## src/rtl/tgarle_pkg.sv

```systemverilog
// tgarle_pkg: shared types and codes for the targa run-length pixel decoder
// used by tgarle_pixel_fmt and tga_rle_pixel_decoder; no dependencies

package tgarle_pkg;

  // configuration register indexes
  localparam logic [1:0] RegBytesPerPixel = 2'd0;
  localparam logic [1:0] RegRunLengthMode = 2'd1;
  localparam logic [1:0] RegImageWidth    = 2'd2;
  localparam logic [1:0] RegImageHeight   = 2'd3;

  // source pixel size codes
  localparam logic [2:0] Bpp16 = 3'd2;
  localparam logic [2:0] Bpp24 = 3'd3;
  localparam logic [2:0] Bpp32 = 3'd4;

  localparam int unsigned DimW   = 15;
  localparam int unsigned TotalW = 2 * DimW;

  typedef struct packed {
    logic [7:0] alpha;
    logic [7:0] blue;
    logic [7:0] green;
    logic [7:0] red;
  } rgba_t;

  // bytes taken by one source pixel; unused codes take one byte
  function automatic logic [2:0] pixel_size(input logic [2:0] bpp);
    logic [2:0] size;
    case (bpp)
      Bpp16:   size = 3'd2;
      Bpp24:   size = 3'd3;
      Bpp32:   size = 3'd4;
      default: size = 3'd1;
    endcase
    return size;
  endfunction

endpackage

```

## src/rtl/tgarle_pixel_fmt.sv

```systemverilog
// tgarle_pixel_fmt: turns the gathered bytes of one source pixel into rgba
// depends on tgarle_pkg

module tgarle_pixel_fmt (
  input  logic [2:0]        bpp_i,
  input  logic [23:0]       held_i,
  input  logic [7:0]        last_byte_i,
  output tgarle_pkg::rgba_t rgba_o
);

  logic [7:0] b0;
  logic [7:0] b1;
  logic [7:0] b2;

  assign b0 = held_i[7:0];
  assign b1 = held_i[15:8];
  assign b2 = held_i[23:16];

  // the last byte of the pixel arrives live, earlier ones come from the holding register
  always_comb begin
    case (bpp_i)
      tgarle_pkg::Bpp32: begin
        rgba_o.red   = b2;
        rgba_o.green = b1;
        rgba_o.blue  = b0;
        rgba_o.alpha = last_byte_i;
      end
      tgarle_pkg::Bpp24: begin
        rgba_o.red   = last_byte_i;
        rgba_o.green = b1;
        rgba_o.blue  = b0;
        rgba_o.alpha = 8'hff;
      end
      tgarle_pkg::Bpp16: begin
        // 5-5-5 expansion, top bit of the high byte is the alpha bit
        rgba_o.red   = {last_byte_i[6:2], 3'b000};
        rgba_o.green = {last_byte_i[1:0], b0[7:5], 3'b000};
        rgba_o.blue  = {b0[4:0], 3'b000};
        rgba_o.alpha = {last_byte_i[7], 7'b0000000};
      end
      default: begin
        rgba_o.red   = 8'h00;
        rgba_o.green = 8'h00;
        rgba_o.blue  = 8'h00;
        rgba_o.alpha = 8'hff;
      end
    endcase
  end

endmodule

```

## src/rtl/tga_rle_pixel_decoder.sv

```systemverilog
// tga_rle_pixel_decoder: targa pixel-data byte stream to rgba pixel runs
// depends on tgarle_pkg and tgarle_pixel_fmt
//
// Usage:
//   s_axis carries one pixel-data byte per request (tdata[7:0]).
//   m_axis carries one decoded colour per request; tlast marks the request
//   that completes the image's last pixel.
//   cfg_we_i / cfg_idx_i / cfg_data_i write bytes_per_pixel (0),
//   run_length_mode (1), image_width (2), image_height (3); write only while
//   the block is idle, a byte may follow in the next cycle.
// Latency and throughput:
//   one byte per cycle unless m_axis stalls; a pixel's last byte appears on
//   m_axis in the cycle after it is taken. Other bytes (packet headers,
//   leading pixel bytes) only update the packet and pixel counters.
//   The image size product is kept in a register behind the config port.
// Reset: all counters clear; the next byte starts a new image.
// Stall: the output register holds its request; s_axis_tready stays high
//   while the output register is empty or being drained this cycle.

module tga_rle_pixel_decoder (
  input  logic        clk_i,
  input  logic        rst_ni,
  // config write port
  input  logic        cfg_we_i,
  input  logic [1:0]  cfg_idx_i,
  input  logic [14:0] cfg_data_i,
  // byte input
  input  logic        s_axis_tvalid,
  output logic        s_axis_tready,
  input  logic [7:0]  s_axis_tdata,   // data_byte
  // pixel output
  output logic        m_axis_tvalid,
  input  logic        m_axis_tready,
  output logic [39:0] m_axis_tdata,   // red, green, blue, alpha, repeat_count
  output logic        m_axis_tlast    // image_end
);

  localparam int unsigned DimW   = tgarle_pkg::DimW;
  localparam int unsigned TotalW = tgarle_pkg::TotalW;

  // configuration registers
  logic [2:0]        bpp_q;
  logic              rle_q;
  logic [DimW-1:0]   width_q,  width_d;
  logic [DimW-1:0]   height_q, height_d;
  logic [TotalW-1:0] total_q;

  // image and packet state
  logic              awh_q,  awh_d;
  logic              run_q,  run_d;
  logic [7:0]        pkt_q,  pkt_d;
  logic [1:0]        pos_q,  pos_d;
  logic [23:0]       held_q, held_d;
  logic [TotalW-1:0] left_q, left_d;

  // output register
  logic              m_valid_q;
  logic [39:0]       m_data_q;
  logic              m_last_q;

  logic              in_acc;
  logic              res_valid;
  logic              res_last;
  logic [7:0]        res_rep;
  logic [2:0]        size;
  logic              pix_done;
  logic [23:0]       held_eff;
  logic [7:0]        pkt_eff;
  logic              run_eff;
  logic              awh_eff;
  logic [1:0]        pos_eff;
  logic [TotalW-1:0] left_eff;
  logic [TotalW-1:0] left_after;
  logic [7:0]        rep_run;
  tgarle_pkg::rgba_t rgba;

  assign s_axis_tready = !m_valid_q || m_axis_tready;
  assign in_acc        = s_axis_tvalid && s_axis_tready;
  assign size          = tgarle_pkg::pixel_size(bpp_q);

  // next image size, so the product follows a write in the same cycle
  always_comb begin
    width_d  = width_q;
    height_d = height_q;
    if (cfg_we_i) begin
      case (cfg_idx_i)
        tgarle_pkg::RegImageWidth:  width_d  = cfg_data_i[DimW-1:0];
        tgarle_pkg::RegImageHeight: height_d = cfg_data_i[DimW-1:0];
        default: ;
      endcase
    end
  end

  // config writes, image size product kept registered
  always_ff @(posedge clk_i or negedge rst_ni) begin
    if (!rst_ni) begin
      bpp_q    <= 3'd3;
      rle_q    <= 1'b0;
      width_q  <= '0;
      height_q <= '0;
      total_q  <= '0;
    end else begin
      width_q  <= width_d;
      height_q <= height_d;
      total_q  <= width_d * height_d;
      if (cfg_we_i) begin
        case (cfg_idx_i)
          tgarle_pkg::RegBytesPerPixel: bpp_q <= cfg_data_i[2:0];
          tgarle_pkg::RegRunLengthMode: rle_q <= cfg_data_i[0];
          default: ;
        endcase
      end
    end
  end

  // image start clears the state and loads the pixel total
  always_comb begin
    if (left_q == '0) begin
      awh_eff  = 1'b1;
      run_eff  = 1'b0;
      pkt_eff  = '0;
      pos_eff  = '0;
      held_eff = '0;
      left_eff = total_q;
    end else begin
      awh_eff  = awh_q;
      run_eff  = run_q;
      pkt_eff  = pkt_q;
      pos_eff  = pos_q;
      held_eff = held_q;
      left_eff = left_q;
    end
  end

  tgarle_pixel_fmt u_fmt (
    .bpp_i       (bpp_q),
    .held_i      (held_eff),
    .last_byte_i (s_axis_tdata),
    .rgba_o      (rgba)
  );

  assign pix_done = ({1'b0, pos_eff} + 3'd1) >= size;

  // run length clipped to what is left of the image
  always_comb begin
    rep_run = (pkt_eff == '0) ? 8'd1 : pkt_eff;
    if (TotalW'(rep_run) > left_eff) begin
      rep_run = left_eff[7:0];
    end
  end

  // per-byte state update
  always_comb begin
    awh_d      = awh_q;
    run_d      = run_q;
    pkt_d      = pkt_q;
    pos_d      = pos_q;
    held_d     = held_q;
    left_d     = left_q;
    res_valid  = 1'b0;
    res_rep    = 8'd1;
    res_last   = 1'b0;
    left_after = left_eff;
    if (in_acc && (left_eff != '0)) begin
      awh_d  = awh_eff;
      run_d  = run_eff;
      pkt_d  = pkt_eff;
      pos_d  = pos_eff;
      held_d = held_eff;
      left_d = left_eff;
      if (rle_q && awh_eff) begin
        // packet header
        run_d = s_axis_tdata[7];
        pkt_d = {1'b0, s_axis_tdata[6:0]} + 8'd1;
        awh_d = 1'b0;
      end else if (!pix_done) begin
        // gather a leading byte of the pixel
        case (pos_eff)
          2'd0:    held_d[7:0]   = s_axis_tdata;
          2'd1:    held_d[15:8]  = s_axis_tdata;
          2'd2:    held_d[23:16] = s_axis_tdata;
          default: ;
        endcase
        pos_d = pos_eff + 2'd1;
      end else begin
        // pixel complete
        res_valid = 1'b1;
        pos_d     = '0;
        held_d    = '0;
        if (rle_q && run_eff) begin
          res_rep = rep_run;
          pkt_d   = '0;
          awh_d   = 1'b1;
        end else if (rle_q) begin
          if (pkt_eff != '0) begin
            pkt_d = pkt_eff - 8'd1;
          end
          if ((pkt_eff == '0) || (pkt_eff == 8'd1)) begin
            awh_d = 1'b1;
          end
        end
        left_after = left_eff - TotalW'(res_rep);
        res_last   = (left_after == '0);
        left_d     = left_after;
        if (res_last) begin
          awh_d  = 1'b1;
          run_d  = 1'b0;
          pkt_d  = '0;
          pos_d  = '0;
          held_d = '0;
        end
      end
    end
  end

  // state registers
  always_ff @(posedge clk_i or negedge rst_ni) begin
    if (!rst_ni) begin
      awh_q  <= 1'b1;
      run_q  <= 1'b0;
      pkt_q  <= '0;
      pos_q  <= '0;
      held_q <= '0;
      left_q <= '0;
    end else begin
      awh_q  <= awh_d;
      run_q  <= run_d;
      pkt_q  <= pkt_d;
      pos_q  <= pos_d;
      held_q <= held_d;
      left_q <= left_d;
    end
  end

  // output valid
  always_ff @(posedge clk_i or negedge rst_ni) begin
    if (!rst_ni) begin
      m_valid_q <= 1'b0;
    end else if (s_axis_tready) begin
      m_valid_q <= res_valid;
    end
  end

  // output payload
  always_ff @(posedge clk_i) begin
    if (s_axis_tready && res_valid) begin
      m_data_q <= {res_rep, rgba.alpha, rgba.blue, rgba.green, rgba.red};
      m_last_q <= res_last;
    end
  end

  assign m_axis_tvalid = m_valid_q;
  assign m_axis_tdata  = m_data_q;
  assign m_axis_tlast  = m_last_q;

  // no image in progress means all packet and pixel state is at rest
  a_idle_state : assert property (@(posedge clk_i) disable iff (!rst_ni)
    (left_q == '0) |-> (awh_q && !run_q && (pkt_q == '0) && (pos_q == '0)))
    else $error("state not cleared while no image is in progress");

  // the request that ends the image leaves the image counter empty
  a_end_clears : assert property (@(posedge clk_i) disable iff (!rst_ni)
    (in_acc && res_valid && res_last) |=> (left_q == '0))
    else $error("image counter not empty after image end");

  // a delivered colour always covers at least one pixel
  a_rep_nonzero : assert property (@(posedge clk_i) disable iff (!rst_ni)
    m_axis_tvalid |-> (m_axis_tdata[39:32] != 8'd0))
    else $error("zero repeat count on output");

  // repeats above one come only from run packets
  a_rep_rle : assert property (@(posedge clk_i) disable iff (!rst_ni)
    (in_acc && res_valid && (res_rep != 8'd1)) |-> (rle_q && run_eff))
    else $error("repeat count above one outside a run packet");

endmodule

```

## config.mk

```make
export PLATFORM = sky130hd
export DESIGN_NAME = tga_rle_pixel_decoder
export DESIGN_NICKNAME = d
export VERILOG_FILES = /design/src/rtl/tgarle_pkg.sv /design/src/rtl/tgarle_pixel_fmt.sv /design/src/rtl/tga_rle_pixel_decoder.sv
export SDC_FILE = /design/constraint.sdc
export NUM_CORES = 1
export LEC_CHECK = 0
export BUFFER_PORTS_ARGS = -buffer_cell sky130_fd_sc_hd__clkbuf_2
export CAP_MARGIN = 20
export CORE_MARGIN = 2
export CORE_UTILIZATION = 25
export CTS_CLUSTER_SIZE = 12
export DETAILED_ROUTE_END_ITERATION = 10
export GPL_ROUTABILITY_DRIVEN = 0
export PLACE_DENSITY_LB_ADDON = 0.25
export SLEW_MARGIN = 0
export SYNTH_ARGS = -nofsm -noshare
export SYNTH_HDL_FRONTEND = slang
export SYNTH_SLANG_ARGS = --single-unit
export TNS_END_PERCENT = 100
```

## constraint.sdc

```tcl
create_clock -name clk_i -period 6.8 [get_ports clk_i]
set_input_delay 1.02 -clock clk_i [delete_from_list [all_inputs] [get_ports clk_i]]
set_output_delay 1.02 -clock clk_i [all_outputs]
set_load 0.005 [all_outputs]
```

* Yosys cells after proc, flatten, opt, wreduce, memory -nomap -nowiden
Index checks and enable logic that the tools add are counted.
** Storage, ports and cells
- Register bits after elaboration :: 172
- Logic and storage cells :: 97
- Input port bits :: 30
- Output and inout port bits :: 43
** Cells by class
- Order comparisons :: 2
- Muxes and demuxes :: 45
- $mul :: 1
- Eq/ne operators :: 9
- Bitwise gates (word level) :: 2
- Reduce and logical (&&, ||, !) cells :: 18
- Add/sub/neg operators :: 5
** Operator list (count)
- $mux W8 :: 16
- $pmux W32 S3 :: 1
- $mux W30 :: 3
- $mux W24 :: 3
- $logic_not A30 Y1 :: 2
- $mux W15 :: 4
- $gt A8 B30 Y1 :: 1
- $mul A15 B15 Y30 :: 1
- $reduce_bool A30 Y1 :: 1
- $sub A30 B8 Y30 :: 1
- $mux W1 :: 14
- $pmux W3 S3 :: 1
- $add A7 B1 Y8 const B :: 1
- $eq A8 B1 Y1 const B :: 1
- $logic_not A8 Y1 :: 1
- $reduce_bool A8 Y1 :: 1
- $sub A8 B1 Y8 const B :: 1
- $eq A2 B2 Y1 const B :: 3
- $eq A3 B2 Y1 const B :: 2
- $mux W2 :: 3
- $logic_and A1 B1 Y1 :: 5
- $eq A2 B1 Y1 const B :: 2
- $logic_not A2 Y1 :: 2
- $reduce_and A2 Y1 :: 2
- other kinds (8) :: 10

* Depth between registers and ports, before layout
Gate-level depths: netlist (run 1).
- Depth after elaboration :: 15
- Depth in mapped cells :: 33
- Mapped depth without buffers :: 28

* Cells and area by module
A second synthesis (run 1) with hierarchy kept.
** Second synthesis, totals
- Cells, all modules :: 1776
- Area, all modules :: 16567.1 um^2
** By module, submodules not included
- tga_rle_pixel_decoder :: area each 15981.6 um^2, cells an instance 1706, times used 1, seq. area each 4513.1 um^2
- tgarle_pixel_fmt :: area each 585.6 um^2, cells an instance 70, times used 1, seq. area each 0.0 um^2

* Worst setup path before layout (run 1)
OpenSTA, ideal clock, no wires.
- Kind :: in2reg
- Start :: input cfg_idx_i[0]
- End :: register total_q[28]
- Arrival time :: 8372 ps
- Path slack :: -1652 ps
- Setup time :: 80 ps
- Data required time :: 6720 ps
- Stages :: 25
- Path buffers :: 2
- Path through :: nand3b_1 -> clkbuf_1 -> clkbuf_1 -> mux2i_1 -> clkinv_1 -> nand2_1 -> fa_1 -> inv_1 -> fa_1 -> fa_1 -> inv_1 -> fa_1 -> inv_1 -> fa_1 -> fa_1 -> ha_1 -> and3_1 -> or4_1 -> o21ai_0 -> a21oi_1 -> and4_1 -> or4b_2 -> a31o_2 -> o41ai_1 -> xnor2_1
** Between the ends
- Cells in the longest elaborated chain, start to end :: 4
- Elaborated cells between the ends (all ways) :: 7
- Classes of those cells :: 1 x mul; 2 x eq/ne; 4 x mux
** RTL lines
- start: declaration :: RTL line tga_rle_pixel_decoder.sv:25 : input logic [1:0] cfg_idx_i,
- $eq A2 B2 Y1 :: RTL line tga_rle_pixel_decoder.sv:86 : case (cfg_idx_i)
- $mux W15 :: RTL line tga_rle_pixel_decoder.sv:86
- $mux W15 :: RTL line tga_rle_pixel_decoder.sv:85 : if (cfg_we_i) begin
- via width_d[11] :: RTL line tga_rle_pixel_decoder.sv:44 : logic [DimW-1:0] width_q, width_d;
- $mul A15 B15 Y30 :: RTL line tga_rle_pixel_decoder.sv:105 : total_q <= width_d * height_d;
- end signal: assignment :: RTL line tga_rle_pixel_decoder.sv:105
- end: declaration :: RTL line tga_rle_pixel_decoder.sv:46 : logic [TotalW-1:0] total_q;
The timed path passes the listed nets, and every way through them passes these cells.
A chain may end at the register's enable or synchronous reset.

* Worst setup path after layout (run 1)
- Start :: input cfg_idx_i[0]
- End :: register total_q[28]
** Between the ends
- Cells in the longest elaborated chain, start to end :: 4
- Elaborated cells between the ends (all ways) :: 7
- Classes of those cells :: 1 x mul; 2 x eq/ne; 4 x mux
** RTL lines (RTL line)
- $eq A2 B2 Y1 :: tga_rle_pixel_decoder.sv:86
- $mux W15 :: tga_rle_pixel_decoder.sv:86
- $mux W15 :: tga_rle_pixel_decoder.sv:85
- $mul A15 B15 Y30 (*) :: tga_rle_pixel_decoder.sv:105
Mark *: on every way between the ends. The rest lies on a longest branch, timed or not.

==> results by group, run 1 <==
Outcome
  • Status: finished with violations
  • Failing checks: setup timing

STA
  • Post-layout worst setup margin: -372.8 ps
  • RSZ-0062 raised after global routing: yes
  • Min Clock Period, post-route: 7173 ps
  • Final period util: 105.5%
  • Fmax: 0.1394 GHz
  • Final Hold Fails: 0
  • Hold_ws: 495.2 ps
  • Max Slew Vio Count: 0
  • Final setup viols: 6
  • Worst slew pin tran: 1206 ps
  • Slew HR: 19.32%
  • Clk_skew: 14.73 ps

GRT
  • Antenna violations before repair: 2
  • Largest net degree at the start of global routing: 74
  • Global Route Usage Sum: 14.89%
  • Number of global-route vias before repair: 13,960
  • Global-route wire length before repair: 77,420 um
  • Grt ovf: 0

Clock network
  • Htree depth: 4
  • Clock latency on the worst-skew pair: 500 ps
  • CTS Root Cell: clkbuf_16
  • # hold bufs at CTS: 0
  • Bufs on Longest Clock Path: 2
  • Clock sink count: 172
  • TritonCTS clock tree: yes
  • Clock transition at the registers of the reported paths: 80 ps
  • Cts bufs inserted: 17

Synthesis
  • Flops & latches, synth: 172
  • Syn avg cell area: 9.332 um2
  • EDFF count, synth: 41
  • Synthesized cell area: 16,110 um2
  • Cells after Synth: 1,726
  • Ys async rst share: 76.16%
  • Synth unique cells: 76
  • Main synth FF type: dfrtp_1
  • Syn_nets: 2,045
  • YS warnings: 0
  • Seq/Total Area, Yosys: 28.02%

Setup path
  • Worst path slowest cell: fa_1
  • R2R Setup Slk: 110 ps
  • Worst Reg-to-Reg Cells: 30
  • Crit Path Class: in2reg
  • CP max FO: 7
  • CP dominant cell by count: fa_1
  • Setup crit end kind: register
  • Reg2Reg Capture Point: pkt_q[4]$_DFFE_PN0P_
  • CP arrival: 7540 ps
  • CP max stage delay: 570 ps
  • RR Startpoint: left_q[22]$_DFFE_PN0P_
  • Worst EP required: 7170 ps
  • Worst setup SP type: input port

Routing
  • Initial detailed-routing violation count: 791
  • Routed WL: 48,440 um
  • Wire length per cell: 16.68 um
  • Vias per cell: 4.651
  • Pre-antenna DRT Iters: 5
  • Residual DRC: 0
  • Detail Route Antenna Nets: 0
  • Detailed-route via count: 13,510

Placed design
  • Setup slack after placement: -1028 ps
  • Post-DP HPWL: 38,590 um
  • Placed cell count: 2,820
  • Port bufs: 72
  • Placed inst area: 19,390 um2

Min path
  • Hold Crit Start: held_q[9]$_DFFE_PN0P_
  • Hold WC Path Type: reg2reg
  • Hold path depth: 1
  • Min-Delay Endpoint: held_q[9]$_DFFE_PN0P_

Layout
  • Nets: 2,355
  • Layout cells sized above 1: 28.55%
  • Fillers: 6,583
  • Most frequent cells in the layout: 265 x buf_4, 202 x nand2_1, 185 x inv_1
  • Most common library cell in the layout ignoring fill and taps: buf_4
  • Area grow syn2layout: 31.59%
  • Layout Cell Area excl Fill: 21,190 um2
  • Non-filler cells, final: 2,905

Floorplan
  • FP Rows: 93
  • # IOs: 73
  • Die W: 257.8 um
  • Die H: 257.8 um
  • Core area: 64,120 um2
  • Die Area: 66,470 um2
  • Initial core utilization: 25.12%

Job
  • Maxcap violations: 0
[area by class of cell]
| cell class | instances | area, um2 | share of cell area [%] |
|---|---|---|---|
| Antenna cell | 1 | 2.502 | 0.01181 |
| Clock buffer | 17 | 425.4 | 2.007 |
| Clock inverter | 15 | 203.9 | 0.9623 |
| Inverter | 212 | 817.0 | 3.855 |
| Multi-Input combinational cell | 1270 | 11450 | 54.01 |
| Sequential cell | 172 | 4513 | 21.29 |
| Tap cell | 855 | 1070 | 5.048 |
| Timing Repair Buffer | 363 | 2715 | 12.81 |
[sequential cells by signal (all words and copies together), names as in the netlist]
register	cells
bpp_q	3
awh_q	1
m_axis_tdata	40
pos_q	2
m_axis_tlast	1
pkt_q	8
m_axis_tvalid	1
height_q	15
rle_q	1
run_q	1
width_q	15
held_q	24
total_q	30
left_q	30
[routing by layer]
metal | GRT usage, % | part of all wire, % | vias up
li1 | - | - | 6452
met1 | 19.86 | 46 | 6743
met2 | 24.88 | 49 | 262
met3 | 2.316 | 3.6 | 53
met4 | 4.383 | 1.7 | 0
met5 | 0 | 0 | -
[worst max path at each step]
| stage | depth (start not counted) | startpoint | endpoint |
|---|---|---|---|
| 4_1_cts | 25 | cfg_idx_i[0] | total_q[28]$_DFF_PN0_ |
| 2_1_floorplan | 26 | cfg_idx_i[0] | total_q[28]$_DFF_PN0_ |
| 5_1_grt | 27 | cfg_idx_i[0] | total_q[28]$_DFF_PN0_ |
| 3_3_place_gp | 26 | cfg_idx_i[0] | total_q[28]$_DFF_PN0_ |
| 6_report | 26 | cfg_idx_i[0] | total_q[28]$_DFF_PN0_ |
| 3_5_place_dp | 26 | cfg_idx_i[0] | total_q[28]$_DFF_PN0_ |
[Yosys cell counts, drive strengths merged, types with 4 or more instances]
master	count	area, um2
o31a	6	52.55
nand2b	12	75.07
mux2i	36	360.4
edfxtp	41	1231
o21ai	69	345.3
a21boi	5	37.54
or4	6	45.04
ha	121	1514
nand4b	4	35.03
nor3	22	121.4
buf	13	67.56
a22oi	9	67.56
a21oi	71	355.3
o2111ai	4	35.03
nand2	229	859.6
o22a	8	70.07
xnor2	29	254.0
inv	205	769.5
nand4	15	93.84
a211oi	13	97.59
and3	13	81.33
a22o	29	254.0
xor2	17	148.9
or2	5	31.28
a21o	21	157.7
or3	16	105.1
nor2	173	649.4
and2	23	143.9
nor4	17	112.6
nor3b	5	37.54
a41oi	7	61.31
o211ai	13	97.59
o21a	15	112.6
clkinv	7	26.28
a31oi	10	62.56
dfrtp	128	3203
nand3	17	85.08
fa	168	3363
nor2b	7	43.79
clkbuf	59	221.5
mux2	10	112.6
[kinds of logic (layout without fill, tap and decap cells)]
logic type | Yosys count | after routing | share of synthesized area (%)
adders and majority gates | 289 | 289 | 30.28
other | 0 | 1 | 0
muxes | 46 | 46 | 2.936
xor gates and xnor gates | 46 | 46 | 2.501
buffers and inverters | 284 | 607 | 6.735
and+or+nand+nor | 576 | 576 | 16.30
DFF | 172 | 172 | 28.02
AOI/OAI and AO/OA | 313 | 313 | 13.23
[repair_timing]
action | CTS | global route
gates cloned | 1 | 2
resized for setup | 57 | 116
setup buffers | 22 | 31
endpoints found under the setup margin | 15 | 22
pin swaps | 41 | 75
hold endpoints to repair | 0 | 0
[per-stage QoR]
stage	util (%)	TNS [ps]
3_5_place_dp	30.25	-7525
5_1_grt	33.05	-3628
4_1_cts	31.87	-991.2
2_1_floorplan	-	-1717
6_report	33.06	-1392
3_3_place_gp	30.25	-6005
[worst max-delay path: cells and delay by family]
family                     cells  cell delay [ps]
AOI/OAI and AO/OA              5              740
xor gates and xnor gates       1              120
adders and majority gates      7             3190
buffers and inverters          6              720
muxes                          1              200
and+or+nand+nor                6             1520
Power of run 1 is not shown: default switching activity piles up to over one toggle a cycle in this logic, so the estimate is an artifact.
==> run 2: changes to the inputs <==
--- a/config.mk
+++ b/config.mk
@@ -7,6 +7,8 @@
 export LEC_CHECK = 0
 export BUFFER_PORTS_ARGS = -buffer_cell sky130_fd_sc_hd__clkbuf_2
 export CAP_MARGIN = 20
+export CELL_PAD_IN_SITES_DETAIL_PLACEMENT = 1
+export CELL_PAD_IN_SITES_GLOBAL_PLACEMENT = 1
 export CORE_MARGIN = 2
 export CORE_UTILIZATION = 25
 export CTS_CLUSTER_SIZE = 12
@@ -16,5 +18,6 @@
 export SLEW_MARGIN = 0
 export SYNTH_ARGS = -nofsm -noshare
 export SYNTH_HDL_FRONTEND = slang
+export SYNTH_HIERARCHICAL = 1
 export SYNTH_SLANG_ARGS = --single-unit
 export TNS_END_PERCENT = 100
==> run 2 against run 1 <==
- die area rose by 2.8%
- via count up 7.1%
- global-route usage rose by 1.9 points
- hold slack better by 2.1 ps
- first-iteration DRC count down 21%
- sequential share of layout area down 1.3 points
- area after synthesis increased by 2.9%
- critical path depth up 2
- the flow still finishes with violations (setup timing)
- non-clock buffer count increased by 76
- critical path type is now reg2reg
- largest cell class unchanged
==> results by group, run 2 <==
Placed design
  • Port bufs: 72 (unchanged)
  • Placed inst area: 20,370 um2 (was 19,390 um2)
  • Post-DP HPWL: 44,950 um (was 38,590 um)

Setup path
  • Worst EP required: 7150 ps (was 7170 ps)
  • Worst path slowest cell: or4_4 (was fa_1)
  • Reg2Reg Capture Point: m_axis_tlast$_SDFFCE_PP0P_ (was pkt_q[4]$_DFFE_PN0P_)
  • Worst setup SP type: register (was input port)
  • Critical Path End: m_axis_tlast$_SDFFCE_PP0P_ (was total_q[28]$_DFF_PN0_)
  • Crit Path Class: reg2reg (was in2reg)
  • CP max stage delay: 580 ps (was 570 ps)
  • Worst Reg-to-Reg Cells: 28 (was 30)
  • CP arrival: 7540 ps (about the same)
  • RR Startpoint: left_q[20]$_DFFE_PN0P_ (was left_q[22]$_DFFE_PN0P_)
  • CP dominant cell by count: o21a_1 (was fa_1)
  • Setup crit end kind: register (unchanged)
  • Setup crit start: left_q[20]$_DFFE_PN0P_ (was cfg_idx_i[0])
  • R2R Setup Slk: -380 ps (was 110 ps)
  • CP max FO: 6 (was 7)

Synthesis
  • Top-count cell post-synth: nand2_1 (unchanged)
  • Area contributors post-synth: fa_1 20%, dfrtp_1 19%, ha_1 9.1% (was fa_1 21%, dfrtp_1 20%, ha_1 9.4%)
  • Synthesized cell area: 16,570 um2 (was 16,110 um2)
  • Syn avg cell area: 9.328 um2 (was 9.332 um2)
  • Cells after Synth: 1,776 (was 1,726)
  • Synth unique cells: 80 (was 76)
  • EDFF count, synth: 41 (unchanged)
  • Flops & latches, synth: 172 (unchanged)
  • Syn_nets: 2,095 (was 2,045)
  • Synth area leader: fa_1 (unchanged)
  • Main synth FF type: dfrtp_1 (unchanged)
  • YS warnings: 6 (was 0)
  • Area fraction of the dominant cell type after synthesis: 20.30% (was 20.88%)
  • Ys async rst share: 76.16% (unchanged)
  • Seq/Total Area, Yosys: 27.24% (was 28.02%)
  • Synth top cells by count: 202 x nand2_1, 196 x inv_1, 174 x nor2_1, 168 x fa_1, 128 x dfrtp_1 (was 229 x nand2_1, 205 x inv_1, 173 x nor2_1, 168 x fa_1, 128 x dfrtp_1)

Layout
  • Most common library cell in the layout ignoring fill and taps: buf_4 (unchanged)
  • Layout cells sized above 1: 31.27% (was 28.55%)
  • Util after Layout: 34.36% (was 33.06%)
  • Area of the multi-input gates: 12,160 um2 (was 11,450 um2)
  • Fillers: 7,512 (was 6,583)
  • Area grow syn2layout: 36.12% (was 31.59%)
  • Max reg flops: 40 (unchanged)
  • Reg area: 4513 um2 (unchanged)
  • Diodes inserted: 0 (was 1)
  • Layout Cell Area excl Fill: 22,550 um2 (was 21,190 um2)
  • Most frequent cells in the layout: 325 x buf_4, 182 x nand2_1, 179 x inv_1 (was 265 x buf_4, 202 x nand2_1, 185 x inv_1)
  • Nets: 2,471 (was 2,355)

STA
  • Max Slew Vio Count: 0 (unchanged)
  • Final period util: 105.6% (was 105.5%)
  • RSZ-0062 raised after global routing: yes (unchanged)
  • Fmax: 0.1392 GHz (was 0.1394 GHz)
  • Post-layout worst setup margin: -382.4 ps (was -372.8 ps)
  • Final setup viols: 12 (was 6)
  • Worst slew pin tran: 1019 ps (was 1206 ps)
  • Clk_skew: 16.55 ps (was 14.73 ps)
  • Min Clock Period, post-route: 7182 ps (was 7173 ps)
  • Final Hold Fails: 0 (unchanged)
  • Slew HR: 31.79% (was 19.32%)

Clock network
  • CTS Root Cell: clkbuf_16 (unchanged)
  • Clock latency on the worst-skew pair: 500 ps (about the same)
  • Htree depth: 4 (unchanged)
  • Cts bufs inserted: 17 (unchanged)
  • Clock transition at the registers of the reported paths: 80 ps (about the same)
  • # hold bufs at CTS: 0 (unchanged)
  • TritonCTS clock tree: yes (unchanged)
  • Clock sink count: 172 (unchanged)
  • Bufs on Longest Clock Path: 2 (unchanged)

Floorplan
  • Die W: 261.4 um (was 257.8 um)
  • Initial core utilization: 25.24% (was 25.12%)
  • # IOs: 73 (unchanged)
  • Die H: 261.4 um (was 257.8 um)
  • Die Area: 68,340 um2 (was 66,470 um2)
  • FP Rows: 94 (was 93)
  • Core area: 65,630 um2 (was 64,120 um2)

Job
  • Maxcap violations: 0 (unchanged)

GRT
  • Global Route Usage Sum: 16.82% (was 14.89%)
  • Largest net degree at the start of global routing: 84 (was 74)
  • Number of global-route vias before repair: 15,500 (was 13,960)
  • Grt ovf: 0 (unchanged)
  • Global-route wire length before repair: 87,800 um (was 77,420 um)
  • Antenna violations before repair: 1 (was 2)

Routing
  • Pre-antenna DRT Iters: 4 (was 5)
  • Detail Route Antenna Nets: 0 (unchanged)
  • Routed WL: 56,670 um (was 48,440 um)
  • Vias per cell: 4.777 (was 4.651)
  • Residual DRC: 0 (unchanged)
  • Initial detailed-routing violation count: 621 (was 791)
  • Detailed-route via count: 14,470 (was 13,510)
  • Wire length per cell: 18.71 um (was 16.68 um)

Min path
  • Hold WC Path Type: reg2reg (unchanged)

Outcome
  • Status: finished with violations (unchanged)
  • Failing checks: setup timing (unchanged)
==> run 2: logic make-up after synthesis <==
kind of cell	Yosys count	share of synthesized area [%]
adder cells (fa/ha/maj)	289	29.44
XOR/XNOR	46	2.432
multiplexers	62	3.829
AND/OR/NAND/NOR	598	17.00
buffers and inverters	285	6.661
flip-flops	172	27.24
AO/OA/AOI/OAI	324	13.40
==> run 2: through the flow <==
stage          TNS, ps  instances  setup WS [ps]  hold WS, ps
5_1_grt          -6329       3029         -626.0        511.8
3_3_place_gp     -9577       2936         -570.6        474.3
2_1_floorplan    -2182       1776         -414.3        457.9
3_5_place_dp    -11670       2936         -687.9        474.4
6_report         -2550       3029         -382.4        497.3
4_1_cts          -3350       2994         -468.2        499.6
==> run 2: worst min-delay path by stage <==
stage                                 from                      to  slack [ps]  depth (start not counted)
global placement    held_q[10]$_DFFE_PN0P_  held_q[10]$_DFFE_PN0P_         470                          1
finish               held_q[8]$_DFFE_PN0P_   held_q[8]$_DFFE_PN0P_         500                          1
global route         held_q[4]$_DFFE_PN0P_   held_q[4]$_DFFE_PN0P_         510                          1
CTS                 held_q[11]$_DFFE_PN0P_  held_q[11]$_DFFE_PN0P_         500                          1
detailed placement  held_q[11]$_DFFE_PN0P_  held_q[11]$_DFFE_PN0P_         470                          1
floorplan           held_q[16]$_DFFE_PN0P_  held_q[16]$_DFFE_PN0P_         460                          1
==> run 2: final cells by class <==
cell class	instances	area share (%)
Clock buffer	17	1.886
Multi-Input combinational cell	1319	53.91
Tap cell	864	4.794
Sequential cell	172	20.01
Inverter	203	3.473
Clock inverter	15	0.6936
Timing Repair Buffer	439	15.23
==> run 2: layer usage <==
metal	GRT usage (%)	part of all wire, %	vias up
met1	21.67	45	7486
met2	29.66	51	150
li1	-	-	6784
met3	2.013	2.2	50
met4	4.577	1.9	0
met5	0	0	-
==> run 2: timing repair <==
action / in CTS / in global routing
gates cloned: 2 / 0
setup buffers: 27 / 39
gates resized for setup: 104 / 141
setup endpoints to repair: 19 / 30
pin swaps: 46 / 108
==> run 2: worst max-delay path, delay by kind of cell, from the launching register on <==
family,cells,cell delay (ps)
and+or+nand+nor,10,2970
AOI/OAI and AO/OA,12,2410
adders and majority gates,3,580
DFF,1,390
muxes,1,350
buffers and inverters,2,320
Power of run 2 is left out for the same reason.
